## config.mk

```make
export PLATFORM = sky130hd
export DESIGN_NAME = audio_dc_block_and_packet_framer
export DESIGN_NICKNAME = d
export VERILOG_FILES = /design/src/sv/adcb_pkg.sv /design/src/sv/adcb_front.sv /design/src/sv/adcb_fifo.sv /design/src/sv/adcb_back.sv /design/src/sv/audio_dc_block_and_packet_framer.sv
export SDC_FILE = /design/constraint.sdc
export NUM_CORES = 1
export LEC_CHECK = 0
export ABC_CLOCK_PERIOD_IN_PS = 19950
export CAP_MARGIN = 20
export CORE_UTILIZATION = 40
export DETAILED_ROUTE_END_ITERATION = 12
export DONT_BUFFER_PORTS = 1
export SYNTH_ARGS = -nofsm -noshare
export SYNTH_HDL_FRONTEND = slang
export SYNTH_SLANG_ARGS = --single-unit
export TNS_END_PERCENT = 50
```

## constraint.sdc

```tcl
create_clock -name clk -period 19.95 [get_ports clk]
set_input_delay 3.99 -clock clk [delete_from_list [all_inputs] [get_ports clk]]
set_output_delay 3.99 -clock clk [all_outputs]
set_load 0.02 [all_outputs]
```

## src/sv/adcb_pkg.sv

```systemverilog
package adcb_pkg;

	// configuration register indexes
	localparam int CFG_IDX_W = 8;
	localparam int CFG_DATA_W = 16;
	localparam logic [CFG_IDX_W-1:0] REG_INPUT_SHIFT = 8'd0;
	localparam logic [CFG_IDX_W-1:0] REG_DC_RATE_SHIFT = 8'd1;
	localparam logic [CFG_IDX_W-1:0] REG_GAIN_SHIFT = 8'd2;
	localparam logic [CFG_IDX_W-1:0] REG_PKT_SAMPLES = 8'd3;

	// register reset values
	localparam logic [4:0] RST_INPUT_SHIFT = 5'd15;
	localparam logic [3:0] RST_DC_RATE_SHIFT = 4'd6;
	localparam logic [3:0] RST_GAIN_SHIFT = 4'd5;
	localparam logic [9:0] RST_PKT_SAMPLES = 10'd320;

	// sync pattern
	localparam logic [7:0] SYNC_A = 8'hA5;
	localparam logic [7:0] SYNC_B = 8'h5A;

	// saturation limits
	localparam logic signed [31:0] WIDE_MAX = 32'sd131071;
	localparam logic signed [31:0] WIDE_MIN = -32'sd131072;
	localparam logic [15:0] PCM_MAX = 16'h7FFF;
	localparam logic [15:0] PCM_MIN = 16'h8000;

	// byte slots of one job, header first
	localparam logic [2:0] BYTE_SYNC_A = 3'd0;
	localparam logic [2:0] BYTE_SYNC_B = 3'd1;
	localparam logic [2:0] BYTE_CNT_LO = 3'd2;
	localparam logic [2:0] BYTE_CNT_HI = 3'd3;
	localparam logic [2:0] BYTE_LEN_LO = 3'd4;
	localparam logic [2:0] BYTE_LEN_HI = 3'd5;
	localparam logic [2:0] BYTE_PCM_LO = 3'd6;
	localparam logic [2:0] BYTE_PCM_HI = 3'd7;

	typedef struct packed {
		logic [4:0] input_shift;
		logic [3:0] dc_rate_shift;
		logic [3:0] gain_shift;
		logic [9:0] pkt_samples;
	} cfg_t;

	typedef struct packed {
		logic        hdr;
		logic        last;
		logic [15:0] count;
		logic [10:0] len;
	} meta_t;

	typedef struct packed {
		meta_t       meta;
		logic [15:0] pcm;
	} job_t;

endpackage

```

## src/sv/adcb_front.sv

```systemverilog
module adcb_front (
	input  logic                  clk,
	input  logic                  arst_n,
	input  adcb_pkg::cfg_t        cfg,
	input  logic                  push,
	output logic                  full,
	input  logic signed [31:0]    raw_sample,
	output logic                  job_valid,
	input  logic                  job_ready,
	output adcb_pkg::job_t        job
);

	logic adv;
	logic accept;
	logic [9:0] frame;
	logic [9:0] pos_q;
	logic [15:0] pkt_q;
	adcb_pkg::meta_t meta_in;

	logic v_s1, v_s2, v_s3, v_s4;
	logic signed [31:0] raw_s1;
	logic signed [17:0] s_s2, s_s3;
	logic signed [17:0] dcn_s3;
	logic signed [17:0] dc_q;
	logic [15:0] pcm_s4;
	adcb_pkg::meta_t meta_s1, meta_s2, meta_s3, meta_s4;

	logic signed [31:0] shifted;
	logic signed [17:0] s_sat;
	logic signed [18:0] delta;
	logic signed [18:0] step;
	logic signed [17:0] dc_next;
	logic signed [18:0] diff;
	logic signed [33:0] yw;
	logic [15:0] pcm_sat;

	assign adv = !(v_s4 && !job_ready);
	assign full = !adv;
	assign accept = push && adv;
	assign job_valid = v_s4;
	assign job = '{meta: meta_s4, pcm: pcm_s4};

	// framing classification at the door
	assign frame = (cfg.pkt_samples == 10'd0) ? 10'd1 : cfg.pkt_samples;

	always_comb begin
		meta_in.hdr = (pos_q == 10'd0);
		meta_in.last = ({1'b0, pos_q} + 11'd1) >= {1'b0, frame};
		meta_in.count = pkt_q;
		meta_in.len = {frame, 1'b0};
	end

	always_ff @(posedge clk or negedge arst_n) begin
		if (!arst_n) begin
			pos_q <= '0;
			pkt_q <= '0;
		end else if (accept) begin
			if (meta_in.hdr) begin
				pkt_q <= pkt_q + 16'd1;
			end
			if (meta_in.last) begin
				pos_q <= '0;
			end else begin
				pos_q <= pos_q + 10'd1;
			end
		end
	end

	// input shift and wide saturation
	always_comb begin
		shifted = raw_s1 >>> cfg.input_shift;
		if (shifted > adcb_pkg::WIDE_MAX) begin
			s_sat = 18'sh1FFFF;
		end else if (shifted < adcb_pkg::WIDE_MIN) begin
			s_sat = 18'sh20000;
		end else begin
			s_sat = shifted[17:0];
		end
	end

	// leaky tracker
	always_comb begin
		delta = {s_s2[17], s_s2} - {dc_q[17], dc_q};
		step = delta >>> cfg.dc_rate_shift;
		dc_next = dc_q + step[17:0];
	end

	// dc removal, gain, pcm saturation
	always_comb begin
		diff = {s_s3[17], s_s3} - {dcn_s3[17], dcn_s3};
		yw = {{15{diff[18]}}, diff} <<< cfg.gain_shift;
		if (!yw[33] && (yw[32:15] != '0)) begin
			pcm_sat = adcb_pkg::PCM_MAX;
		end else if (yw[33] && (yw[32:15] != '1)) begin
			pcm_sat = adcb_pkg::PCM_MIN;
		end else begin
			pcm_sat = yw[15:0];
		end
	end

	always_ff @(posedge clk or negedge arst_n) begin
		if (!arst_n) begin
			v_s1 <= 1'b0;
			v_s2 <= 1'b0;
			v_s3 <= 1'b0;
			v_s4 <= 1'b0;
			dc_q <= '0;
		end else if (adv) begin
			v_s1 <= accept;
			v_s2 <= v_s1;
			v_s3 <= v_s2;
			v_s4 <= v_s3;
			if (v_s2) begin
				dc_q <= dc_next;
			end
		end
	end

	always_ff @(posedge clk) begin
		if (adv) begin
			raw_s1 <= raw_sample;
			meta_s1 <= meta_in;
			s_s2 <= s_sat;
			meta_s2 <= meta_s1;
			s_s3 <= s_s2;
			dcn_s3 <= dc_next;
			meta_s3 <= meta_s2;
			pcm_s4 <= pcm_sat;
			meta_s4 <= meta_s3;
		end
	end

	a_dc_holds_in_stall: assert property (@(posedge clk) disable iff (!arst_n)
		!adv |=> $stable(dc_q))
		else $error("dc tracker moved while the pipeline was stalled");

endmodule

```

## src/sv/adcb_fifo.sv

```systemverilog
module adcb_fifo #(
	parameter int DEPTH = 4
) (
	input  logic           clk,
	input  logic           arst_n,
	input  logic           wr_en,
	input  adcb_pkg::job_t wr_data,
	output logic           full,
	input  logic           rd_en,
	output logic           not_empty,
	output adcb_pkg::job_t rd_data
);

	localparam int AW = (DEPTH > 1) ? $clog2(DEPTH) : 1;
	localparam int CW = $clog2(DEPTH + 1);

	adcb_pkg::job_t mem_q [DEPTH];
	logic [AW-1:0] wr_q, rd_q;
	logic [CW-1:0] cnt_q;
	logic do_wr, do_rd;

	assign full = (cnt_q == CW'(DEPTH));
	assign not_empty = (cnt_q != '0);
	assign rd_data = mem_q[rd_q];
	assign do_wr = wr_en && !full;
	assign do_rd = rd_en && not_empty;

	always_ff @(posedge clk or negedge arst_n) begin
		if (!arst_n) begin
			wr_q <= '0;
			rd_q <= '0;
			cnt_q <= '0;
		end else begin
			if (do_wr) begin
				wr_q <= (wr_q == AW'(DEPTH - 1)) ? '0 : wr_q + AW'(1);
			end
			if (do_rd) begin
				rd_q <= (rd_q == AW'(DEPTH - 1)) ? '0 : rd_q + AW'(1);
			end
			if (do_wr && !do_rd) begin
				cnt_q <= cnt_q + CW'(1);
			end else if (do_rd && !do_wr) begin
				cnt_q <= cnt_q - CW'(1);
			end
		end
	end

	always_ff @(posedge clk) begin
		if (do_wr) begin
			mem_q[wr_q] <= wr_data;
		end
	end

	a_count_bounded: assert property (@(posedge clk) disable iff (!arst_n)
		cnt_q <= CW'(DEPTH))
		else $error("job queue count beyond depth");

endmodule

```

## src/sv/adcb_back.sv

```systemverilog
module adcb_back (
	input  logic           clk,
	input  logic           arst_n,
	input  logic           job_valid,
	output logic           job_pop,
	input  adcb_pkg::job_t job,
	input  logic           pop,
	output logic           empty,
	output logic [7:0]     data_byte,
	output logic           is_header,
	output logic           last_byte
);

	adcb_pkg::job_t cur_q;
	logic busy_q;
	logic [2:0] idx_q;
	logic ov_q;
	logic [7:0] data_q;
	logic hdr_q, last_q;

	logic out_free, load, at_end, take;
	logic [7:0] sel_data;
	logic sel_hdr, sel_last;

	assign out_free = !ov_q || pop;
	assign load = busy_q && out_free;
	assign at_end = (idx_q == adcb_pkg::BYTE_PCM_HI);
	assign take = job_valid && (!busy_q || (load && at_end));
	assign job_pop = take;

	assign empty = !ov_q;
	assign data_byte = data_q;
	assign is_header = hdr_q;
	assign last_byte = last_q;

	always_comb begin
		sel_hdr = 1'b1;
		sel_last = 1'b0;
		unique case (idx_q)
			adcb_pkg::BYTE_SYNC_A: sel_data = adcb_pkg::SYNC_A;
			adcb_pkg::BYTE_SYNC_B: sel_data = adcb_pkg::SYNC_B;
			adcb_pkg::BYTE_CNT_LO: sel_data = cur_q.meta.count[7:0];
			adcb_pkg::BYTE_CNT_HI: sel_data = cur_q.meta.count[15:8];
			adcb_pkg::BYTE_LEN_LO: sel_data = cur_q.meta.len[7:0];
			adcb_pkg::BYTE_LEN_HI: sel_data = {5'd0, cur_q.meta.len[10:8]};
			adcb_pkg::BYTE_PCM_LO: begin
				sel_data = cur_q.pcm[7:0];
				sel_hdr = 1'b0;
			end
			adcb_pkg::BYTE_PCM_HI: begin
				sel_data = cur_q.pcm[15:8];
				sel_hdr = 1'b0;
				sel_last = cur_q.meta.last;
			end
		endcase
	end

	always_ff @(posedge clk or negedge arst_n) begin
		if (!arst_n) begin
			busy_q <= 1'b0;
			idx_q <= adcb_pkg::BYTE_SYNC_A;
			ov_q <= 1'b0;
		end else begin
			if (take) begin
				busy_q <= 1'b1;
				idx_q <= job.meta.hdr ? adcb_pkg::BYTE_SYNC_A : adcb_pkg::BYTE_PCM_LO;
			end else if (load && at_end) begin
				busy_q <= 1'b0;
			end else if (load) begin
				idx_q <= idx_q + 3'd1;
			end
			if (out_free) begin
				ov_q <= busy_q;
			end
		end
	end

	always_ff @(posedge clk) begin
		if (take) begin
			cur_q <= job;
		end
		if (load) begin
			data_q <= sel_data;
			hdr_q <= sel_hdr;
			last_q <= sel_last;
		end
	end

	a_header_slots_need_header: assert property (@(posedge clk) disable iff (!arst_n)
		(busy_q && (idx_q != adcb_pkg::BYTE_PCM_LO) && (idx_q != adcb_pkg::BYTE_PCM_HI))
		|-> cur_q.meta.hdr)
		else $error("header byte slot reached on a job without header");

	a_last_not_header: assert property (@(posedge clk) disable iff (!arst_n)
		(ov_q && last_q) |-> !hdr_q)
		else $error("end of packet flagged on a header byte");

endmodule

```

## src/sv/audio_dc_block_and_packet_framer.sv

```systemverilog
// audio dc blocker and packet framer. each signed 32-bit raw sample is shifted right
// arithmetically by input_shift, clamped to 18 bits, run through a leaky dc tracker
// (dc += (s - dc) >> dc_rate_shift) whose new level is subtracted, then shifted left
// by gain_shift and saturated to 16 bits; the pcm word leaves as two bytes, low first.
// the first sample of every packet is preceded by a six-byte header: a5, 5a, the packet
// counter and the payload length (2 * pkt_samples, zero counts as one), both
// little-endian. a four-stage front pipeline takes one sample per cycle into a small
// job queue while that queue has room; the back end turns each job into bytes at one
// byte per cycle while the output keeps being popped, so a sample yields two bytes
// mid-packet and eight at the start of a packet.
// registers are written over the cfg channel (always ready) and must only change
// while the block is idle; unknown indexes are ignored.
module audio_dc_block_and_packet_framer #(
	parameter int JOB_DEPTH = 4
) (
	input  logic                              clk,
	input  logic                              arst_n,
	// sample side
	input  logic                              push,
	output logic                              full,
	input  logic signed [31:0]                raw_sample,
	// byte side
	output logic                              empty,
	input  logic                              pop,
	output logic [7:0]                        data_byte,
	output logic                              is_header,
	output logic                              last_byte,
	// register writes
	input  logic                              cfg_valid,
	output logic                              cfg_ready,
	input  logic [adcb_pkg::CFG_IDX_W-1:0]    cfg_index,
	input  logic [adcb_pkg::CFG_DATA_W-1:0]   cfg_data
);

	adcb_pkg::cfg_t cfg_q;

	// jobs between front and back
	logic job_wr, job_full, job_avail, job_rd;
	adcb_pkg::job_t job_in, job_out;

	// register file: no wait states
	assign cfg_ready = 1'b1;

	always_ff @(posedge clk or negedge arst_n) begin
		if (!arst_n) begin
			cfg_q.input_shift <= adcb_pkg::RST_INPUT_SHIFT;
			cfg_q.dc_rate_shift <= adcb_pkg::RST_DC_RATE_SHIFT;
			cfg_q.gain_shift <= adcb_pkg::RST_GAIN_SHIFT;
			cfg_q.pkt_samples <= adcb_pkg::RST_PKT_SAMPLES;
		end else if (cfg_valid && cfg_ready) begin
			unique case (cfg_index)
				adcb_pkg::REG_INPUT_SHIFT:   cfg_q.input_shift <= cfg_data[4:0];
				adcb_pkg::REG_DC_RATE_SHIFT: cfg_q.dc_rate_shift <= cfg_data[3:0];
				adcb_pkg::REG_GAIN_SHIFT:    cfg_q.gain_shift <= cfg_data[3:0];
				adcb_pkg::REG_PKT_SAMPLES:   cfg_q.pkt_samples <= cfg_data[9:0];
				default: begin
					// write to an unused index is dropped
				end
			endcase
		end
	end

	// front: framing decision, shift, dc tracker, gain and saturation
	adcb_front u_front (
		.clk        (clk),
		.arst_n     (arst_n),
		.cfg        (cfg_q),
		.push       (push),
		.full       (full),
		.raw_sample (raw_sample),
		.job_valid  (job_wr),
		.job_ready  (!job_full),
		.job        (job_in)
	);

	// decouples the sample pipeline from the byte serializer
	adcb_fifo #(
		.DEPTH (JOB_DEPTH)
	) u_fifo (
		.clk       (clk),
		.arst_n    (arst_n),
		.wr_en     (job_wr),
		.wr_data   (job_in),
		.full      (job_full),
		.rd_en     (job_rd),
		.not_empty (job_avail),
		.rd_data   (job_out)
	);

	// back: one byte per beat into the output register
	adcb_back u_back (
		.clk       (clk),
		.arst_n    (arst_n),
		.job_valid (job_avail),
		.job_pop   (job_rd),
		.job       (job_out),
		.pop       (pop),
		.empty     (empty),
		.data_byte (data_byte),
		.is_header (is_header),
		.last_byte (last_byte)
	);

endmodule

```

[Yosys cells after proc, flatten, opt, wreduce, memory -nomap -nowiden]
Memory sizes are Yosys's and may differ from the RTL's.
Index checks and enable logic that the tools add are counted.
Cells by class
  mux-type cells: 18
  add/subtract/negate cells: 11
  shifts and indexed selects: 3
  bitwise operators: 1
  reductions and logical operators: 37
  equal/unequal tests: 15
  $lt $le $gt $ge: 3
Operators with widths (count)
  $pmux 8 s8: 1
  $sub 18x18->19: 2
  $sshl 34x4->34: 1
  $gt 32x18->1 const B: 1
  $lt 32x18->1 const B: 1
  $sshr 32x5->32: 1
  $logic_not 10->1: 2
  $mux 10: 2
  $sshr 19x4->18: 1
  $add 18x18->18: 1
  $mux 18: 1
  $mux 3: 6
  $ne 18x18->1 const B: 1
  $reduce_bool 18->1: 1
  $add 16x1->16 const B: 1
  $eq 8x2->1 const B: 2
  $mux 16: 1
  $eq 3x3->1 const B: 5
  $reduce_and 2->1: 7
  $add 10x1->11 const B: 1
  $ge 11x10->1: 1
  $logic_and 1x1->1: 11
  $add 10x1->10 const B: 1
  $eq 8x1->1 const B: 1
  other kinds (17): 35
Word-level totals
  register bits after elaboration: 351
  output and inout port bits: 13
  memories kept: 1
  word-level logic and storage cells: 134
  RAM bits: 176
Memories
  u_fifo.mem_q: depth 4, bits a word 44, read ports 1, clocked after Yosys merged registers in 0, wr ports 1, RTL line adcb_fifo.sv:17  | adcb_pkg::job_t mem_q [DEPTH];

[Logic depth before layout (Yosys ltp)]
  depth in word-level cells: 10
  depth in mapped cells: 29

[Cells and area by module]
From an unflattened synthesis, not the netlist that was laid out.
Unflattened totals
  cell total of the unflattened synthesis: 1968
  area total of the unflattened synthesis: 26235.2 um^2
Modules (own cells, without submodules)
  adcb_front: seq. area each 7627.3 um^2, area each 16064.2 um^2, cells each 1505, times used 1
  adcb_fifo: seq. area each 5580.4 um^2, area each 6944.2 um^2, cells each 272, times used 1
  adcb_back: seq. area each 1746.7 um^2, area each 2275.9 um^2, cells each 136, times used 1
  audio_dc_block_and_packet_framer: seq. area each 588.1 um^2, area each 950.9 um^2, cells each 55, times used 1

[Least setup slack after synthesis]
Ideal clock, no wire load.
  path kind: reg-to-output
  from: register u_fifo.cnt_q[0]
  to: output full
  path buffers: 0
  required time: 15.960 ns
  stages on the path, launching flop included: 4
  data arrival time: 7.587 ns
  setup slack: 8.373 ns
  cells stage by stage: dfrtp_1 nor2_1 nand3_1 inv_1
On the way
  cells in the longest elaborated chain, start to end: 2
RTL lines
  from (decl): RTL line adcb_fifo.sv:19  | logic [CW-1:0] cnt_q;
  from (signal assigned): RTL line adcb_fifo.sv:41  | cnt_q <= cnt_q + CW'(1);
  from (signal assigned): RTL line adcb_fifo.sv:43  | cnt_q <= cnt_q - CW'(1);
  $eq 3x3->1: RTL line adcb_fifo.sv:22  | assign full = (cnt_q == CW'(DEPTH));
  $logic_and 1x1->1: RTL line adcb_front.sv:37  | assign adv = !(v_s4 && !job_ready);
  to (decl): RTL line audio_dc_block_and_packet_framer.sv:20  | output logic full,
No other way between the ends.

[Worst setup path after layout]
  from: register u_front.dc_q[1]
  to: register u_front.dcn_s3[17], data pin
On the way
  cells in the longest elaborated chain, start to end: 3
RTL lines
  from (decl): RTL line adcb_front.sv:24  | logic signed [17:0] dc_q;
  from (signal assigned): RTL line adcb_front.sv:114  | dc_q <= dc_next;
  $sub 18x18->19: RTL line adcb_front.sv:83  | delta = {s_s2[17], s_s2} - {dc_q[17], dc_q};
  $sshr 19x4->18: RTL line adcb_front.sv:84  | step = delta >>> cfg.dc_rate_shift;
  $add 18x18->18 (*): RTL line adcb_front.sv:85  | dc_next = dc_q + step[17:0];
  via u_front.dc_next[17]: RTL line adcb_front.sv:32  | logic signed [17:0] dc_next;
  to (signal assigned): RTL line adcb_front.sv:126  | dcn_s3 <= dc_next;
  to (decl): RTL line adcb_front.sv:23  | logic signed [17:0] dcn_s3;
Mark *: on every way through the listed nets, which the timed path passes. The rest lies on a longest branch.
A chain may end at the register's enable or synchronous reset.

==> impl_results.md <==
- Async SR Flop Fraction: 15.8%
- Dominant cell type by area after synthesis: edfxtp_1
- Number of synthesized flops with an enable pin: 443
- Min Tclk post-route: 7.36 ns
- CORE AREA: 0.0622 mm^2
- Initial Util: 40.8%
- Leakage: 10.4 nW
- Hold Crit Class: reg2reg
- Area growth, synth to finish: 10.8%
- Vias per cell: 5.51
- Fin cells: 2773
- Num rows: 91
- Wire per inst: 18.9 um
- Clk slew on worst S/H paths: 0.06 ns
- # Max-Cap Violations: 0
- Avg Cell Area, Syn: 13.2 um^2
- Synth warnings: 0
- Total CTS buffers: 54
- WP data arrival: 7.67 ns
- Post-CTS sizing: 0
- Worst setup EP type: flop
- # hold bufs at CTS: 0
- Detailed placer's ending HPWL: 36.1 mm
- Pre-CTS setup slack: 12.59 ns
- Fin area: 0.0281 mm^2
- Remaining antenna violation count: 0
- P per Cell Area: 201 mW/mm^2
- Final worst setup slack: 12.59 ns
- WS Path Type: reg2reg
- Slew Viols, Final: 0
- Highest ir drop seen on vdd: 0.0000932 V
- Status: finished clean
- Final-report hold violation count: 0
- Gpl congestion: 0.886
- Vias after detailed routing: 15300
- Most common cell after layout, fill and taps aside: edfxtp_1
- Commonest cells after routing, fill and taps aside: edfxtp_1 (443), nand2_1 (156), nor2_1 (121), a21oi_1 (94), o21ai_0 (92)
- DRC Markers: 0
- Worst EP required: 20.25 ns
- Vias in the first global route: 15100
- Initial antenna violation count: 3
- Buffers added on ports: 0
- First-pass GRT wire length: 83.6 mm
- First-iteration detailed-routing DRC count: 1122
- Die Footprint: 0.0644 mm^2
- Share of the synthesized area in the top cell type: 52.5%
- Nets@finish: 2032
- Synth cell types: 88
- Final Total Pwr: 5.65 mW
- Skew final: 0.0392 ns
- Post-Route Setup TNS: 0 ns
- Total GRT Usage: 16.5%
- Fin util: 45.2%
- Maximum clock path buffer count: 3
- Post-synthesis cell count: 1919
- Main flop type after synthesis: edfxtp_1
- WHS: 0.412 ns
- Slew Limit Headroom: 28.0%
- DR pass1 iterations: 5
- Netlist Area Pre-Place: 0.0253 mm^2
- Clock latency on the worst-skew pair: 0.61 ns
- Grt ovf: 0
- Tcrit/Tclk final: 36.9%
- Endpoints failing setup: 0
- Fmax: 136 MHz
- CTS tree: built
- Fill count: 5592
- H-Tree Depth: 2
- Final WL: 52.5 mm
- Least-Margin Pin Slew: 1.08 ns
- Dpl cell area: 0.0261 mm^2
- Mapped Nets: 2062
- CTS Root Buffer Type: clkbuf_16
- Sequential share of the synthesized area: 60.7%
- CP startpoint kind: flop
- Chip Height: 254 um
- Critical Path Fanout Max: 4
- #FFs+latches synth: 526
- I/O pin count: 74
- Share of layout cells above drive strength 1: 13.6%
- Die boundary width: 254 um
- Largest net degree at the start of global routing: 198
- Unrepaired setup endpoints after global routing: false
- Largest cells by area after synthesis: edfxtp_1 (52%), dfrtp_1 (7.2%), mux4_2 (5.4%)
- Post-CTS Setup Repair Bufs: 0
- # placed instances: 2670
- CTS Sinks: 526
==> flip-flops by register name, summed over array words and instances (netlist names), 23 cells and up <==
name             count
u_front.raw_s1      32
u_front.meta_s1     28
cfg_q               23
u_back.cur_q        43
u_front.meta_s3     28
u_fifo.mem_q       176
u_front.meta_s2     28
u_front.job         28
==> cell usage after synthesis (all sizes together) (11+ instances only) <==
master and number:
a211oi 22, a21o 20, a21oi 99, a221oi 14, and2 17, and3 17
buf 17, clkbuf 82, dfrtp 73, edfxtp 443, ha 78, inv 89
mux2 56, mux2i 50, mux4 61, nand2 156, nand2b 22, nand3 44
nand4 16, nor2 121, nor2b 11, nor3 23, nor4 11, o211ai 29
o21a 18, o21ai 96, o221ai 12, xnor2 49, xor2 22
==> final timing paths <==
| check | cells past startpoint | start | slack (ns) | end |
|---|---|---|---|---|
| min in group asynchronous | 0 | arst_n | 3.08 | u_front.dc_q[17] |
| max reg2reg | 26 | u_front.dc_q[1] | 12.59 | u_front.dcn_s3[17] |
| max in group asynchronous | 0 | arst_n | 16.57 | cfg_q[8] |
| min reg2reg | 0 | u_front.meta_s3[13] | 0.41 | u_front.job[29] |
| max | 26 | u_front.dc_q[1] | 12.59 | u_front.dcn_s3[17] |
| min | 0 | u_front.meta_s3[13] | 0.41 | u_front.job[29] |
==> worst max-delay path, cell delays in order, from the launching register on <==
cell and delay [ns]:
dfrtp_1 0.41, inv_1 0.10, ha_1 0.29, nor2b_1 0.12
o21ai_0 0.22, a21oi_1 0.15, o41ai_1 0.43, o21ai_0 0.33
o311ai_0 0.56, a21oi_1 0.14, a211oi_1 0.31, nor2_1 0.07
a21oi_1 0.32, a21oi_1 0.16, a21oi_1 0.39, ha_1 0.31
a21o_1 0.16, a21oi_1 0.23, o21ai_0 0.16, o41ai_1 0.58
o21ai_0 0.34, o21ai_0 0.34, o211ai_1 0.18, a21o_1 0.21
a21oi_1 0.18, xor2_1 0.23, xnor2_1 0.14
==> logic make-up after synthesis <==
logic type | Yosys count | share of synthesized area [%]
fa+ha+maj | 82 | 4.17
other cells | 1 | 0.0148
buf+inv | 191 | 2.92
flops | 526 | 60.7
mux | 167 | 9.88
xor+xnor | 71 | 2.45
simple gates | 472 | 8.82
compound gates | 409 | 11.0
==> routing by layer <==
layer / GRT usage, % / wire (um) / vias up
met5: 0 / 26 / -
met4: 4.56 / 1100 / 4
met3: 2.98 / 2530 / 74
met2: 27.0 / 24800 / 358
met1: 22.7 / 24100 / 7577
li1: - / - / 7270
==> where the power goes <==
part | internal [mW] | switching (mW)
clock | 0.654 | 0.425
sequential | 1.78 | 0.209
combinational | 1.08 | 1.52
==> area by class of cell <==
cell class | instances | area, um^2 | share of cell area (%)
timing repair buffer | 13 | 110 | 0.392
inverter | 92 | 345 | 1.23
multi-input combinational | 1202 | 9230 | 32.9
antenna | 1 | 2.50 | 0.00891
sequential | 526 | 15400 | 54.8
clock inverter | 30 | 452 | 1.61
tap | 837 | 1050 | 3.73
clock buffer | 72 | 1510 | 5.38
Note: power is estimated with default switching activity, not from simulation.
